**src/hdl/lrut_pkg.sv**
```systemverilog
`timescale 1ns / 1ps
// ----------------------------------------------------------------------------
// LRU table package
// Sizes, request and status codes, sequencer states and shared types.
// ----------------------------------------------------------------------------
package lrut_pkg;

    localparam int SLOTS    = 16;
    localparam int KEY_BITS = 32;
    localparam int PIN_BITS = 8;

    localparam int SLOT_W = (SLOTS > 1) ? $clog2(SLOTS) : 1;
    localparam int CNT_W  = $clog2(SLOTS + 1);
    localparam int CAP_W  = 5;
    localparam int CMP_W  = (CNT_W > CAP_W) ? CNT_W : CAP_W;
    localparam int CLK_W  = 64;

    localparam logic [CAP_W-1:0] CAP_RESET = 5'd16;

    typedef logic [KEY_BITS-1:0] t_key;
    typedef logic [CLK_W-1:0]    t_stamp;
    typedef logic [PIN_BITS-1:0] t_pins;
    typedef logic [SLOT_W-1:0]   t_slot;
    typedef logic [CNT_W-1:0]    t_count;

    localparam t_pins PIN_MAX = {PIN_BITS{1'b1}};

    typedef enum logic [2:0] {
        REQ_INSERT  = 3'd0,
        REQ_REMOVE  = 3'd1,
        REQ_ACQUIRE = 3'd2,
        REQ_RELEASE = 3'd3,
        REQ_QUERY   = 3'd4
    } t_req;

    typedef enum logic [1:0] {
        STAT_OK        = 2'd0,
        STAT_UNKNOWN   = 2'd1,
        STAT_EXHAUSTED = 2'd2
    } t_status;

    typedef enum logic [1:0] {
        S_IDLE,
        S_SCAN,
        S_DRAIN,
        S_DECIDE
    } t_state;

    // Sequencer controls for the datapath
    typedef struct packed {
        logic  busy;
        logic  accept;
        logic  rd_en;
        t_slot rd_addr;
        logic  decide;
    } t_ctrl;

endpackage

```
**src/hdl/lrut_store.sv**
```systemverilog
`timescale 1ns / 1ps
// ----------------------------------------------------------------------------
// LRU table slot store
// Per-slot key, stamp and pin count; one write port, one registered read.
// ----------------------------------------------------------------------------
module lrut_store (
    input  logic            i_clk,
    input  logic            i_rd_en,
    input  lrut_pkg::t_slot  i_rd_addr,
    output lrut_pkg::t_key   o_rd_key,
    output lrut_pkg::t_stamp o_rd_stamp,
    output lrut_pkg::t_pins  o_rd_pins,
    input  lrut_pkg::t_slot  i_wr_addr,
    input  logic            i_wr_key_en,
    input  logic            i_wr_stamp_en,
    input  logic            i_wr_pins_en,
    input  lrut_pkg::t_key   i_wr_key,
    input  lrut_pkg::t_stamp i_wr_stamp,
    input  lrut_pkg::t_pins  i_wr_pins
);
    import lrut_pkg::*;

    t_key   mem_key   [SLOTS];
    t_stamp mem_stamp [SLOTS];
    t_pins  mem_pins  [SLOTS];

    // Write selected fields of one slot
    always_ff @(posedge i_clk) begin
        if (i_wr_key_en) begin
            mem_key[i_wr_addr] <= i_wr_key;
        end
        if (i_wr_stamp_en) begin
            mem_stamp[i_wr_addr] <= i_wr_stamp;
        end
        if (i_wr_pins_en) begin
            mem_pins[i_wr_addr] <= i_wr_pins;
        end
    end

    // Read one slot, data registered
    always_ff @(posedge i_clk) begin
        if (i_rd_en) begin
            o_rd_key   <= mem_key[i_rd_addr];
            o_rd_stamp <= mem_stamp[i_rd_addr];
            o_rd_pins  <= mem_pins[i_rd_addr];
        end
    end

endmodule

```
**src/hdl/lrut_cmp.sv**
```systemverilog
`timescale 1ns / 1ps
// ----------------------------------------------------------------------------
// LRU table compare unit
// Key match and stamp age compare, shared by every scan step.
// ----------------------------------------------------------------------------
module lrut_cmp (
    input  lrut_pkg::t_key   i_key_a,
    input  lrut_pkg::t_key   i_key_b,
    input  lrut_pkg::t_stamp i_stamp_a,
    input  lrut_pkg::t_stamp i_stamp_b,
    output logic            o_key_eq,
    output logic            o_stamp_lt
);
    import lrut_pkg::*;

    // Compare the slot under scan against the request and the current victim
    assign o_key_eq   = (i_key_a == i_key_b);
    assign o_stamp_lt = (i_stamp_a < i_stamp_b);

endmodule

```
**src/hdl/lrut_fsm.sv**
```systemverilog
`timescale 1ns / 1ps
// ----------------------------------------------------------------------------
// LRU table sequencer
// Walks the slot store one slot a cycle, then commits the request.
// ----------------------------------------------------------------------------
module lrut_fsm (
    input  logic           i_clk,
    input  logic           i_rst_n,
    input  logic           i_start,
    output lrut_pkg::t_ctrl o_ctrl
);
    import lrut_pkg::*;

    t_state r_state;
    t_state n_state;
    t_slot  r_idx;
    t_slot  n_idx;
    logic   w_last;

    assign w_last = (r_idx == SLOT_W'(SLOTS - 1));

    // Next state
    always_comb begin
        n_state = r_state;
        unique case (r_state)
            S_IDLE: begin
                if (i_start) begin
                    n_state = S_SCAN;
                end
            end
            S_SCAN: begin
                if (w_last) begin
                    n_state = S_DRAIN;
                end
            end
            S_DRAIN:  n_state = S_DECIDE;
            S_DECIDE: n_state = S_IDLE;
            default:  n_state = S_IDLE;
        endcase
    end

    // Slot counter: clear while idle, advance while scanning
    always_comb begin
        n_idx = r_idx;
        if (r_state == S_IDLE) begin
            n_idx = '0;
        end else if (r_state == S_SCAN && !w_last) begin
            n_idx = r_idx + SLOT_W'(1);
        end
    end

    // Outputs
    always_comb begin
        o_ctrl         = '0;
        o_ctrl.rd_addr = r_idx;
        unique case (r_state)
            S_IDLE: begin
                o_ctrl.accept = i_start;
            end
            S_SCAN: begin
                o_ctrl.busy  = 1'b1;
                o_ctrl.rd_en = 1'b1;
            end
            S_DRAIN: begin
                o_ctrl.busy = 1'b1;
            end
            S_DECIDE: begin
                o_ctrl.busy   = 1'b1;
                o_ctrl.decide = 1'b1;
            end
            default: begin
                o_ctrl.busy = 1'b1;
            end
        endcase
    end

    always_ff @(posedge i_clk) begin
        if (!i_rst_n) begin
            r_state <= S_IDLE;
            r_idx   <= '0;
        end else begin
            r_state <= n_state;
            r_idx   <= n_idx;
        end
    end

endmodule

```
**src/hdl/lru_table_with_pinned_entries.sv**
```systemverilog
`timescale 1ns / 1ps
// ----------------------------------------------------------------------------
// LRU table with pinned entries
// Keyed table with least-recently-used eviction that skips pinned entries.
// ----------------------------------------------------------------------------
//  channel   | ports                                   | handshake
//  ----------+-----------------------------------------+-------------------------
//  request   | i_req_type, i_entry_key                 | start high, busy low
//  result    | o_status, o_present, o_slot_index,      | o_strobe, one cycle
//            | o_evicted_valid, o_evicted_key,         |
//            | o_occupancy                             |
//  config    | i_cfg_we, i_cfg_wdata (capacity)        | i_cfg_we, no wait
//
//  A request runs from accept to strobe through the scan, drain and commit
//  states: the scan reads one slot a cycle into the shared compare unit,
//  drain and commit keep busy high, and then comes the strobe cycle,
//  in which busy is low and the next request can be taken.
//  Reset is synchronous, active low, and empties the table.
//  The result cannot be held off: it is shown for exactly one cycle.
// ----------------------------------------------------------------------------
module lru_table_with_pinned_entries (
    input  logic        i_clk,
    input  logic        i_rst_n,
    input  logic        start,
    output logic        busy,
    input  logic [2:0]  i_req_type,
    input  logic [31:0] i_entry_key,
    input  logic        i_cfg_we,
    input  logic [4:0]  i_cfg_wdata,
    output logic        o_strobe,
    output logic [1:0]  o_status,
    output logic        o_present,
    output logic [3:0]  o_slot_index,
    output logic        o_evicted_valid,
    output logic [31:0] o_evicted_key,
    output logic [4:0]  o_occupancy
);
    import lrut_pkg::*;

    t_ctrl w_ctrl;

    // Control state
    logic [CAP_W-1:0] r_cap;
    logic [SLOTS-1:0] r_valid;
    logic [SLOTS-1:0] n_valid;
    t_count           r_count;
    t_count           n_count;
    t_stamp           r_use_clock;
    t_stamp           n_use_clock;
    logic             r_cmp_vld;
    t_slot            r_cmp_idx;

    // Latched request
    logic [2:0] r_req;
    t_key       r_key;

    // Scan results
    logic   r_hit;
    t_slot  r_hit_idx;
    t_pins  r_hit_pins;
    logic   r_free_found;
    t_slot  r_free_idx;
    logic   r_vic_found;
    t_slot  r_vic_idx;
    t_stamp r_vic_stamp;
    t_key   r_vic_key;

    // Store read data and compare results
    t_key   w_rd_key;
    t_stamp w_rd_stamp;
    t_pins  w_rd_pins;
    logic   w_key_eq;
    logic   w_stamp_lt;
    logic   w_slot_valid;

    // Commit decisions
    t_status          n_status;
    logic             n_present;
    t_slot            n_slot;
    logic             n_ev;
    logic             w_wr_key_en;
    logic             w_wr_stamp_en;
    logic             w_wr_pins_en;
    t_slot            w_wr_addr;
    t_pins            w_wr_pins;
    t_stamp           w_new_clock;
    logic [CMP_W-1:0] w_eff_cap;
    logic             w_need_ev;
    t_slot            w_tgt;

    // Result registers
    logic            r_strobe;
    logic [1:0]      r_status;
    logic            r_present;
    t_slot           r_slot;
    logic            r_ev;
    t_key            r_ev_key;
    t_count          r_occ;

    lrut_fsm u_fsm (
        .i_clk   (i_clk),
        .i_rst_n (i_rst_n),
        .i_start (start),
        .o_ctrl  (w_ctrl)
    );

    lrut_store u_store (
        .i_clk         (i_clk),
        .i_rd_en       (w_ctrl.rd_en),
        .i_rd_addr     (w_ctrl.rd_addr),
        .o_rd_key      (w_rd_key),
        .o_rd_stamp    (w_rd_stamp),
        .o_rd_pins     (w_rd_pins),
        .i_wr_addr     (w_wr_addr),
        .i_wr_key_en   (w_wr_key_en),
        .i_wr_stamp_en (w_wr_stamp_en),
        .i_wr_pins_en  (w_wr_pins_en),
        .i_wr_key      (r_key),
        .i_wr_stamp    (w_new_clock),
        .i_wr_pins     (w_wr_pins)
    );

    lrut_cmp u_cmp (
        .i_key_a    (w_rd_key),
        .i_key_b    (r_key),
        .i_stamp_a  (w_rd_stamp),
        .i_stamp_b  (r_vic_stamp),
        .o_key_eq   (w_key_eq),
        .o_stamp_lt (w_stamp_lt)
    );

    assign busy         = w_ctrl.busy;
    assign w_slot_valid = r_valid[r_cmp_idx];
    assign w_new_clock  = r_use_clock + CLK_W'(1);

    // Clamp the configured capacity to 1..SLOTS
    always_comb begin
        if (r_cap == '0) begin
            w_eff_cap = CMP_W'(1);
        end else if (CMP_W'(r_cap) > CMP_W'(SLOTS)) begin
            w_eff_cap = CMP_W'(SLOTS);
        end else begin
            w_eff_cap = CMP_W'(r_cap);
        end
    end

    assign w_need_ev = (CMP_W'(r_count) >= w_eff_cap) || !r_free_found;

    // Lowest free slot once the victim is gone
    assign w_tgt = !w_need_ev ? r_free_idx :
                   (r_free_found && (r_free_idx < r_vic_idx)) ? r_free_idx : r_vic_idx;

    // Decide the request outcome from the scan
    always_comb begin
        n_status      = STAT_OK;
        n_present     = r_hit;
        n_slot        = r_hit ? r_hit_idx : '0;
        n_ev          = 1'b0;
        n_valid       = r_valid;
        n_count       = r_count;
        n_use_clock   = r_use_clock;
        w_wr_key_en   = 1'b0;
        w_wr_stamp_en = 1'b0;
        w_wr_pins_en  = 1'b0;
        w_wr_addr     = r_hit_idx;
        w_wr_pins     = '0;
        unique case (r_req)
            REQ_INSERT: begin
                n_use_clock = w_new_clock;
                if (r_hit) begin
                    w_wr_stamp_en = 1'b1;
                    w_wr_pins_en  = 1'b1;
                end else if (w_need_ev && !r_vic_found) begin
                    n_status  = STAT_EXHAUSTED;
                    n_present = 1'b0;
                    n_slot    = '0;
                end else begin
                    if (w_need_ev) begin
                        n_ev               = 1'b1;
                        n_valid[r_vic_idx] = 1'b0;
                    end else begin
                        n_count = r_count + CNT_W'(1);
                    end
                    n_valid[w_tgt] = 1'b1;
                    w_wr_addr      = w_tgt;
                    w_wr_key_en    = 1'b1;
                    w_wr_stamp_en  = 1'b1;
                    w_wr_pins_en   = 1'b1;
                    n_present      = 1'b1;
                    n_slot         = w_tgt;
                end
            end
            REQ_REMOVE: begin
                if (r_hit) begin
                    n_valid[r_hit_idx] = 1'b0;
                    n_count            = r_count - CNT_W'(1);
                    n_present          = 1'b0;
                    n_slot             = '0;
                end else begin
                    n_status = STAT_UNKNOWN;
                end
            end
            REQ_ACQUIRE: begin
                if (r_hit) begin
                    n_use_clock   = w_new_clock;
                    w_wr_stamp_en = 1'b1;
                    w_wr_pins_en  = 1'b1;
                    w_wr_pins     = (r_hit_pins == PIN_MAX) ? r_hit_pins
                                                            : r_hit_pins + PIN_BITS'(1);
                end else begin
                    n_status = STAT_UNKNOWN;
                end
            end
            REQ_RELEASE: begin
                if (r_hit) begin
                    w_wr_pins_en = (r_hit_pins != '0);
                    w_wr_pins    = r_hit_pins - PIN_BITS'(1);
                end else begin
                    n_status = STAT_UNKNOWN;
                end
            end
            default: begin
                // Query and unused codes only report
            end
        endcase
        if (!w_ctrl.decide) begin
            w_wr_key_en   = 1'b0;
            w_wr_stamp_en = 1'b0;
            w_wr_pins_en  = 1'b0;
        end
    end

    // Control registers: capacity, valid bits, count, use clock, compare valid, strobe
    always_ff @(posedge i_clk) begin
        if (!i_rst_n) begin
            r_cap       <= CAP_RESET;
            r_valid     <= '0;
            r_count     <= '0;
            r_use_clock <= '0;
            r_cmp_vld   <= 1'b0;
            r_strobe    <= 1'b0;
        end else begin
            if (i_cfg_we) begin
                r_cap <= i_cfg_wdata;
            end
            if (w_ctrl.decide) begin
                r_valid     <= n_valid;
                r_count     <= n_count;
                r_use_clock <= n_use_clock;
            end
            r_cmp_vld <= w_ctrl.rd_en;
            r_strobe  <= w_ctrl.decide;
        end
    end

    // Latch the request and track the slot under compare
    always_ff @(posedge i_clk) begin
        r_cmp_idx <= w_ctrl.rd_addr;
        if (w_ctrl.accept) begin
            r_req <= i_req_type;
            r_key <= KEY_BITS'(i_entry_key);
        end
    end

    // Fold one slot per cycle into hit, free and victim trackers
    always_ff @(posedge i_clk) begin
        if (w_ctrl.accept) begin
            r_hit        <= 1'b0;
            r_free_found <= 1'b0;
            r_vic_found  <= 1'b0;
        end else if (r_cmp_vld) begin
            if (w_slot_valid && w_key_eq && !r_hit) begin
                r_hit      <= 1'b1;
                r_hit_idx  <= r_cmp_idx;
                r_hit_pins <= w_rd_pins;
            end
            if (!w_slot_valid && !r_free_found) begin
                r_free_found <= 1'b1;
                r_free_idx   <= r_cmp_idx;
            end
            if (w_slot_valid && (w_rd_pins == '0) && (!r_vic_found || w_stamp_lt)) begin
                r_vic_found <= 1'b1;
                r_vic_idx   <= r_cmp_idx;
                r_vic_stamp <= w_rd_stamp;
                r_vic_key   <= w_rd_key;
            end
        end
    end

    // Hold the result for its strobe cycle
    always_ff @(posedge i_clk) begin
        if (w_ctrl.decide) begin
            r_status  <= n_status;
            r_present <= n_present;
            r_slot    <= n_slot;
            r_ev      <= n_ev;
            r_ev_key  <= n_ev ? r_vic_key : '0;
            r_occ     <= n_count;
        end
    end

    assign o_strobe        = r_strobe;
    assign o_status        = r_status;
    assign o_present       = r_present;
    assign o_slot_index    = 4'(r_slot);
    assign o_evicted_valid = r_ev;
    assign o_evicted_key   = 32'(r_ev_key);
    assign o_occupancy     = 5'(r_occ);

endmodule

```
**config.mk**
```make
export PLATFORM = sky130hd
export DESIGN_NAME = lru_table_with_pinned_entries
export DESIGN_NICKNAME = d
export VERILOG_FILES = /design/src/hdl/lrut_pkg.sv /design/src/hdl/lrut_store.sv /design/src/hdl/lrut_cmp.sv /design/src/hdl/lrut_fsm.sv /design/src/hdl/lru_table_with_pinned_entries.sv
export SDC_FILE = /design/constraint.sdc
export NUM_CORES = 2
export LEC_CHECK = 0
export BUFFER_PORTS_ARGS = -buffer_cell sky130_fd_sc_hd__buf_2
export CORE_MARGIN = 2
export CORE_UTILIZATION = 37
export CTS_CLUSTER_SIZE = 20
export DETAILED_ROUTE_END_ITERATION = 10
export PLACE_DENSITY_LB_ADDON = 0.2
export SLEW_MARGIN = 20
export SYNTH_ARGS = -nofsm -noshare
export SYNTH_HDL_FRONTEND = slang
export SYNTH_HIERARCHICAL = 1
export SYNTH_SLANG_ARGS = --single-unit
```
**constraint.sdc**
```tcl
create_clock -name i_clk -period 14.1 [get_ports i_clk]
set_clock_uncertainty 0.1 [all_clocks]
set_input_delay 0.705 -clock i_clk [delete_from_list [all_inputs] [get_ports i_clk]]
set_output_delay 0.705 -clock i_clk [all_outputs]
set_load 0.01 [all_outputs]
```
==> results.md <==
Run status:
- The flow ran to the end, and the final reports show no timing, DRC or antenna violations.

Yosys:
- The number of flops mapped to enable cells by yosys is 1964.
- The synthesized design contains 2069 register bits.
- Counting every instance in the synthesized netlist gives 4232.
- Yosys printed 6 warnings.
- The sequential fraction of the synthesis area is 75.1%.
- The area of the mapped netlist is 81400 um2.
- The unique cell type count in the Yosys netlist is 86.
- After synthesis, the mean cell area works out to 19.2 um2.
- In the synthesized netlist the async set-or-reset flop fraction comes to 0%.
- The most used flip-flop cell after synthesis is edfxtp_1.
- Synthesis produced a netlist with a net count of 4359.

Job:
- Across the run, the number of max-cap violations was 0.

Placed design:
- The final estimated routing congestion in global placement is 0.842.
- The pre-CTS setup slack is 8240 ps.
- The count of buffers added on input and output ports is 90.
- The wire-length estimate of the detail-placed layout is 116 mm.

Clock network:
- The clock drives 2069 sinks.
- The worst-case clock buffer depth is 3.
- The root buffer cell is clkbuf_16.
- The clock transition at the register clock pins on the worst setup and hold paths after CTS is 60 ps.
- The number of H-tree branching levels is 4.
- The insertion delay of the later-clocked pin in the worst-skew pair is 870 ps.
- In this run the post-CTS setup repair buffer count came out at 0.
- The number of buffers inserted during clock tree synthesis is 213.
- In this run, post-CTS repair resized a total of 0 instances.
- TritonCTS built the clock tree.

Floorplan:
- The height of the die is 473 um.
- For this configuration, the core starts out at a cell density of 37.1%.
- In this run the standard cell core region covers 219000 um2.
- From left edge to right edge, the die measures 473 um.
- The number of core rows is 172.
- The boundary pin count is 91.
- The die covers 224000 um2.

STA:
- The setup-violating endpoint count in the final report is 0.
- The final sum of negative setup slack is 0 ps.
- The peak clock frequency supported by timing is 185 MHz.
- The count of final max-slew check failures was 0.
- The worst slew margin relative to its limit is 23.0%.
- At the pin with the least slew margin, the transition time is 1160 ps.
- The final period demand of the worst path is 5410 ps.
- The final clock period utilization by the worst path is 38.4%.
- The number of hold violations in the final report is 0.
- Setup repair after global routing left no endpoint under its margin.
- The worst path meets setup with 8690 ps of slack.

Route:
- For this block, the initial DRC count from the detailed router was 3708.
- In the routed layout, each cell is associated on average with a via count of 5.42.
- Summing over every cut layer, the via total after detailed routing is 40.9k.
- The average wire per cell in the routed design is 27.5 um.
- The final routed DRC violation total is 0.
- The detailed-route wire length is 207 mm.
- The detailed-routing iteration count for the pre-antenna-repair pass is 5.
- The detail route stage leaves a number of antenna-violating nets equal to 0.

Final layout:
- The top cell types in the final layout, fill and taps aside, are 1964 x edfxtp_1, 420 x mux4_2, 222 x nand2_1, 220 x a22oi_1, 214 x clkbuf_16.
- The layout cell share with drive strength beyond 1 is 23.1%.
- In the final layout, the multi-input gates occupy 19500 um2.
- Registers take 61100 um2.
- The total of fill cells in the finished design is 19.2k.
- For this run, the post-layout net count is 4616.
- The library cell used most frequently in the layout, excluding fill and tap cells, is edfxtp_1.
- Compared with the post-synthesis result, the final layout area differs by 14.7%.

Global route:
- Entering global routing, the biggest net connects 132 pins.
- The initial antenna violation count is 8.
- The global-route met3 utilization is 2.73%.
- The first global-routing pass estimated 301 mm of wire.
- Global routing used 25.6% of the available met1 tracks.
- Global routing used 18.5% of the available tracks.
- The via count of the first global-routing pass is 42.0k.
- The total overflow left after global routing is 0.
- The layer carrying the most global-route usage is met2.
- The global-route track usage on met2 is 31.0%.

Power:
- The power spent charging and discharging nets is 0.00313 W.
- The static power due to leakage is 29.4 nW.
- Net switching is 23.0% of the power.
- Registers are responsible for 52.2% of the overall power.
- The power share of the clock group is 41.0%.
- Dividing total power by cell area gives a power density of 146 nW/um2.
- The worst ir drop on vdd is 0.130 mV.
- The internal power contribution is 0.0105 W.
- Combinational logic is responsible for 6.8% of the overall power.

Worst setup path:
- The worst register-to-register path has a depth of 13.
- Walking the worst path, the cells encountered are inv_1 > ha_1 > nor2b_1 > o21ai_0 > a21o_1 > buf_4 > nand2_2 > mux2i_1 > a21oi_1 > nor2b_1 > nand2_1 > nor2_4 > buf_4.
- At the worst endpoint, the arrival time is 5780 ps.
- The worst setup path is captured at a flop.
- The critical-path cell with the highest stage delay is nor2_4.
- Along the worst path, the maximum fanout reaches 41.
- The worst setup path is launched from a flop.
- The worst setup path category is flop to flop.
- For the worst setup path, the data required time is 14470 ps.
- The largest stage delay on the critical path is 830 ps.

Hold path:
- The min-delay analysis places its worst path in the category input port to flop.
- The worst hold path passes through 2 cells.
-- power groups by stage --
stage	combinational [W]	clock, W	sequential (W)
final	0.000923	0.00559	0.00711
after global routing	0.00100	0.00596	0.00714
after CTS	0.000950	0.00573	0.00711
after detailed placement	0.000937	0	0.00724
after global placement	0.000939	0	0.00723
after floorplan	0.000663	0	0.00717
-- layer usage --
| metal | up-vias | wire length, um |
|---|---|---|
| met5 | - | 13 |
| li1 | 17632 | - |
| met4 | 2 | 3380 |
| met3 | 231 | 9970 |
| met1 | 21982 | 90900 |
| met2 | 1053 | 103000 |
-- critical path, delay by kind of cell (launching register included) --
kind	cells	cell delay, ps
buffers and inverters	3	1250
AOI/OAI and AO/OA	3	970
and+or+nand+nor	5	1660
DFF	1	420
muxes	1	220
adders and majority gates	1	300
-- cell type report --
cell class | count | share of cell area, %
clock buffer | 259 | 5.95
antenna | 1 | 0.00268
clock inverter | 136 | 1.49
sequential | 2069 | 65.5
multi-input combinational | 1861 | 20.9
timing repair buffer | 253 | 1.97
tap | 2871 | 3.85
inverter | 91 | 0.366
-- synthesized netlist by cell type, types with 12 or more instances --
master	number	share of area, %
edfxtp_1	1964	72
mux4_2	420	12
nand2_1	222	1.0
a22oi_1	220	2.0
nor2_1	191	0.88
clkbuf_1	112	0.52
dfxtp_1	105	2.6
inv_1	90	0.42
ha_1	83	1.3
xor2_1	82	0.88
xnor2_1	79	0.85
a21oi_1	71	0.44
nand3_1	65	0.40
buf_2	52	0.32
and2_1	49	0.38
o21ai_0	48	0.30
nor3_1	41	0.25
nand4_1	40	0.31
buf_6	22	0.30
nor4_1	18	0.14
a211oi_1	15	0.14
a31oi_1	14	0.11
and3_1	14	0.11
or3_1	13	0.10
buf_1	12	0.055
mux2i_1	12	0.15
nor2b_1	12	0.092
-- state kept, by name (all words and copies together), names as in the netlist, 5 cells and up --
name,cells
r_valid,16
o_occupancy,5
r_hit_pins,8
u_store/o_rd_pins,8
r_key,32
r_cap,5
u_store/o_rd_stamp,64
r_use_clock,64
o_evicted_key,32
r_count,5
u_store/mem_pins,128
u_store/mem_stamp,1024
u_store/o_rd_key,32
r_vic_stamp,64
u_store/mem_key,512
r_vic_key,32
-- worst paths after layout --
| kind | slack, ps | startpoint | to |
|---|---|---|---|
| worst max-delay path | 8690 | r_count[0]$_SDFFE_PN0P_ | u_store/mem_stamp[11][47]$_DFFE_PP_ |
| worst min-delay path | 90 | i_cfg_we | r_cap[4]$_SDFFE_PN1P_ |
| worst max register to register | 8690 | r_count[0]$_SDFFE_PN0P_ | u_store/mem_stamp[11][47]$_DFFE_PP_ |
| worst min register to register | 330 | u_store/o_rd_key[3]$_DFFE_PP_ | r_vic_key[3]$_DFFE_PP_ |
-- per-stage QoR --
stage / hold WS [ps] / util, % / cells / total power [W] / instance area, um2
floorplan: 284 / - / 4232 / 0.00783 / 81400
global placement: 330 / 39.2 / 7104 / 0.00817 / 85800
detailed placement: 335 / 39.2 / 7104 / 0.00818 / 85900
CTS: 11.2 / 42.5 / 7539 / 0.0138 / 93200
global route: 82.8 / 42.6 / 7541 / 0.0141 / 93300
finish: 94.0 / 42.6 / 7541 / 0.0136 / 93300
-- what timing repair did --
action / in CTS / in global routing
hold endpoints to repair: 40 / 0
hold buffers: 40 / 0
setup endpoints to repair: 0 / 0
-- kinds of logic after synthesis --
family | share of synthesized area (%)
multiplexers | 11.8
buffers and inverters | 1.72
AND/OR/NAND/NOR | 4.69
adder cells (fa/ha/maj) | 1.28
flip-flops | 75.1
XOR/XNOR | 1.73
AO/OA/AOI/OAI | 3.72
(Power assumes the default switching activity.)
